<file path="src/rtl/core/kmauc_pkg.sv">
// ----------------------------------------------------------------------------
// kmauc_pkg: shared definitions for the k-means assign/update/classify block
// Default sizes, action and result codes, register indexes and the command
// word that the front hands to the back through its queue.
// ----------------------------------------------------------------------------
package kmauc_pkg;

	// Default sizes for the top-level parameters.
	localparam int MAX_CLUSTERS_D  = 16;
	localparam int MAX_DIMENSION_D = 16;
	localparam int SAMPLE_BITS_D   = 16;
	localparam int COUNT_BITS_D    = 24;

	// Fixed field widths of the ports.
	localparam int AMOUNT_BITS    = 24;
	localparam int ID_BITS        = 4;
	localparam int CFG_BITS       = 5;
	localparam int CFG_INDEX_BITS = 2;

	// Depth of the command queue between front and back.
	localparam int QDEPTH = 4;

	// Input actions.
	localparam logic [1:0] ACT_LOAD  = 2'd0;
	localparam logic [1:0] ACT_TRAIN = 2'd1;
	localparam logic [1:0] ACT_PASS  = 2'd2;
	localparam logic [1:0] ACT_CLASS = 2'd3;

	// Result kinds.
	localparam logic [1:0] KIND_ASSIGN = 2'd0;
	localparam logic [1:0] KIND_COUNT  = 2'd1;
	localparam logic [1:0] KIND_DIST   = 2'd2;

	// Configuration register indexes.
	localparam logic [CFG_INDEX_BITS-1:0] REG_CLUSTERS = 2'd0;
	localparam logic [CFG_INDEX_BITS-1:0] REG_LENGTH   = 2'd1;

	// Decoded command word.
	typedef struct packed {
		logic [1:0] op;
		logic [3:0] csel;
		logic [3:0] dsel;
		logic       load_ok;
		logic       last;
	} cmd_t;

endpackage

</file>
<file path="src/rtl/core/kmauc_top_cfg_unused.sv">
// ----------------------------------------------------------------------------
// kmauc_cfg: configuration registers
// Holds the cluster count and vector length and clamps them to the ranges
// that the datapath supports.
// ----------------------------------------------------------------------------
module kmauc_cfg #(
	parameter int MAX_CLUSTERS  = kmauc_pkg::MAX_CLUSTERS_D,
	parameter int MAX_DIMENSION = kmauc_pkg::MAX_DIMENSION_D
) (
	input  logic                                   clk,
	input  logic                                   arst_n,
	input  logic                                   cfg_valid,
	output logic                                   cfg_ready,
	input  logic [kmauc_pkg::CFG_INDEX_BITS-1:0]   cfg_index,
	input  logic [kmauc_pkg::CFG_BITS-1:0]         cfg_data,
	output logic [$clog2(MAX_CLUSTERS+1)-1:0]      nc,
	output logic [$clog2(MAX_DIMENSION+1)-1:0]     nd
);
	import kmauc_pkg::*;

	localparam int NCW = $clog2(MAX_CLUSTERS + 1);
	localparam int PW  = $clog2(MAX_DIMENSION + 1);

	logic [CFG_BITS-1:0] cc_q;
	logic [CFG_BITS-1:0] vl_q;

	assign cfg_ready = 1'b1;

	// Register writes; unknown indexes are dropped.
	always_ff @(posedge clk or negedge arst_n) begin
		if (!arst_n) begin
			cc_q <= CFG_BITS'(1);
			vl_q <= CFG_BITS'(1);
		end else if (cfg_valid) begin
			if (cfg_index == REG_CLUSTERS) begin
				cc_q <= cfg_data;
			end else if (cfg_index == REG_LENGTH) begin
				vl_q <= cfg_data;
			end
		end
	end

	// Clamp to one through the maximum.
	assign nc = (cc_q == '0) ? NCW'(1) :
		(32'(cc_q) > MAX_CLUSTERS) ? NCW'(MAX_CLUSTERS) : NCW'(cc_q);
	assign nd = (vl_q == '0) ? PW'(1) :
		(32'(vl_q) > MAX_DIMENSION) ? PW'(MAX_DIMENSION) : PW'(vl_q);

endmodule

</file>
<file path="config.mk">
export PLATFORM = sky130hd
export DESIGN_NAME = kmauc_cfg
export DESIGN_NICKNAME = d
export VERILOG_FILES = /design/src/rtl/core/kmauc_pkg.sv /design/src/rtl/core/kmauc_top_cfg_unused.sv
export SDC_FILE = /design/constraint.sdc
export NUM_CORES = 1
export LEC_CHECK = 0
export BUFFER_PORTS_ARGS = -buffer_cell sky130_fd_sc_hd__buf_2
export CELL_PAD_IN_SITES_DETAIL_PLACEMENT = 0
export CELL_PAD_IN_SITES_GLOBAL_PLACEMENT = 1
export CORE_MARGIN = 4
export CORE_UTILIZATION = 35
export CTS_BUF_LIST = sky130_fd_sc_hd__clkbuf_4 sky130_fd_sc_hd__clkbuf_8 sky130_fd_sc_hd__clkbuf_16
export CTS_CLUSTER_SIZE = 10
export DETAILED_ROUTE_END_ITERATION = 7
export PLACE_DENSITY = 0.77
export SLEW_MARGIN = 30
export SYNTH_ARGS = -nofsm -noshare
export SYNTH_HDL_FRONTEND = slang
export SYNTH_SLANG_ARGS = --single-unit
export TNS_END_PERCENT = 50
</file>
<file path="constraint.sdc">
create_clock -name clk -period 1.4 [get_ports clk]
set_clock_uncertainty 0.1 [all_clocks]
set_input_delay 0.07 -clock clk [delete_from_list [all_inputs] [get_ports clk]]
set_output_delay 0.07 -clock clk [all_outputs]
set_load 0.01 [all_outputs]
</file>
==> impl_metrics.ini <==
[run_status]
status = finished, violations left
violations = negative setup slack

[cts]
clkTransAtPathRegs_ps = 70
htree_levels = 1
clk_latency_ps = 250
cts_root_buffer = clkbuf_4
numCtsBuffers = 3
cts_buffer_depth = 2
cts_tree = done
cts_sinks = 10

[yosys]
synth_seq_area_share_pct = 52.9
ys_types = 12
syn_area_um2 = 478
ys_seq_elements = 10
yosysMostFrequentCell = mux2_2
yosysWarningCount = 0
yosysTopAreaCell = dfrtp_1
synth_edf_count = 0
syn_inst = 38
avgSynthCellArea_um2 = 12.6
yosysTopAreaCellShare_pct = 41.9
yosys-top-cells-count = mux2_2 (10), dfrtp_1 (8), nor2b_1 (6)
ys_top_cells_by_area = dfrtp_1 (42%), mux2_2 (24%), dfstp_2 (11%)
synth_nets = 48
synth_flop_cell = dfrtp_1
synth-async-reset-ratio_pct = 100

[finish]
layout-drive-gt1-share_pct = 60.0
area_growth_pct = 44.2
fin_nets = 76
num_antenna_cells = 0

[pwr]
combPwrFrac_pct = 27.0
p_clk_share_pct = 28.5
powerDensity_nw_per_um2 = 1280
switching_power_w = 0.000236
p_int_w = 0.000650
power_w = 0.000886
peakVddDrop_uv = 718
p_leak_nw = 0.330
pwr-share-seq_pct = 44.5
sw_frac_of_total_pct = 26.6

[min_path]
hold_path.class = in -> async

[setup_path]
end_kind = output port
crit_chain = or3_1 > a21oi_1 > buf_2
critPathSlowestCell = dfrtp_1
cp_data_arrival_time_ps = 1280
start_kind = flip-flop
crit_path_max_incr_delay_ps = 380
critical_path_required_ps = 1230
rrSetupSlack_ps = 420
critPathKind = reg -> out
cp_max_fo = 2

[placed_design]
gp_congestion = 0.608
portBuffers = 19
pre_cts_ws_ps = 196

[routing]
wl_per_cell_um = 11.1
dr_total_vias = 368
first_iter_violations = 6
drc_errors = 0
dr.pass1.iters = 2
drt-total-wl_um = 886
vias_per_cell = 4.60
drtAntennaViolNets = 0

[flow_run]
drv_cap = 0

[grt]
grt_max_degree = 11
overflow = 0
grt_usage_pct = 11.1
grt_pass1_vias = 383
grt_pass1_wl_mm = 1.61
antenna_found_initial = 0

[timing]
rsz0062_at_grt = yes
fin_setup_tns_ps = -83.9
timing.final.crit_share_pct = 103
maxSlewViolCount = 0
hold_viol_final = 0
layout_setup_ws_ps = -47.6
max_freq_mhz = 691
period_needed_ps = 1450
finalSetupViolCount = 2

[die]
row_count = 13
die_w_um = 45.0
core-area_um2 = 1300
dieArea_um2 = 2020
die_y_um = 45.0
initial_core_util_pct = 36.7
ioPinCount = 21
critical path: cells and delay by family (launching register included):
family / cells / cell delay, ps
buf+inv: 1 / 140
simple gates: 1 / 370
flops: 1 / 380
compound gates: 1 / 130
kinds of logic (layout without fill, tap and decap cells):
logic type      after synthesis  count (layout)  synth area share (%)
compound gates                2               2                  2.09
mux                          10              10                  23.6
other cells                   1               1                 0.785
buf+inv                       5              32                  4.71
simple gates                 10              10                  16.0
flops                        10              10                  52.9
metal layers:
| metal | routed length (µm) | track usage (%) |
|---|---|---|
| met1 | 380 | 13.5 |
| met2 | 429 | 17.2 |
| met3 | 76 | 3.98 |
| met4 | 0 | 5.26 |
| met5 | 0 | 0 |
placed cells by master, fill, tap and decap left out, types with 2 or more instances in the layout:
| master | instances |
|---|---|
| buf_2 | 19 |
| clkbuf_4 | 3 |
| mux2_2 | 10 |
| dfstp_2 | 2 |
| dlygate4sd3_1 | 6 |
| inv_1 | 2 |
| dfrtp_1 | 8 |
| nor2b_1 | 6 |
path summary, 6_finish.rpt:
check,start,endpoint,cells after the start
setup / recovery,vl_q[3],nd[0],3
hold / removal,arst_n,vl_q[2],2
setup reg to reg,vl_q[3],vl_q[3],2
hold reg to reg,vl_q[2],vl_q[2],1
max in group asynchronous,arst_n,cc_q[0],2
min in group clk,cfg_index[1],cc_q[2],3
stage by stage:
stage / cell area (µm²) / utilization, % / std cells / hold slack (ps)
final: 689 / 53.0 / 80 / 103
after global routing: 689 / 53.0 / 80 / 115
after CTS: 681 / 52.3 / 80 / 90.6
after detailed placement: 577 / 44.3 / 69 / -160
after global placement: 577 / 44.3 / 69 / -160
after floorplan: 478 / - / 38 / -326
power by group through the flow:
stage	clock [W]	sequential, W	combinational (W)
after floorplan	0	0.000386	0.000140
after global placement	0	0.000398	0.000213
after detailed placement	0	0.000401	0.000213
after CTS	0.000261	0.000394	0.000236
after global routing	0.000275	0.000406	0.000264
final	0.000252	0.000395	0.000239
sequential cells by signal (all words and copies together), names as in the netlist:
signal,count
cc_q,5
vl_q,5
cell type report:
cell class | instances | area, µm²
well taps | 15 | 18.8
flip-flops and latches | 10 | 253
clock buffers | 4 | 36.3
inverters | 2 | 7.51
fillers | 126 | 612
repair buffers | 26 | 163
multi-input cells | 23 | 211
what timing repair did:
item,4_1_cts,5_1_grt
resized for setup,0,2
endpoints found under the hold margin,20,0
hold buffers,6,0
pin swaps,3,0
setup buffers,1,0
endpoints found under the setup margin,2,2
cloned,0,0
(Power assumes the default switching activity.)
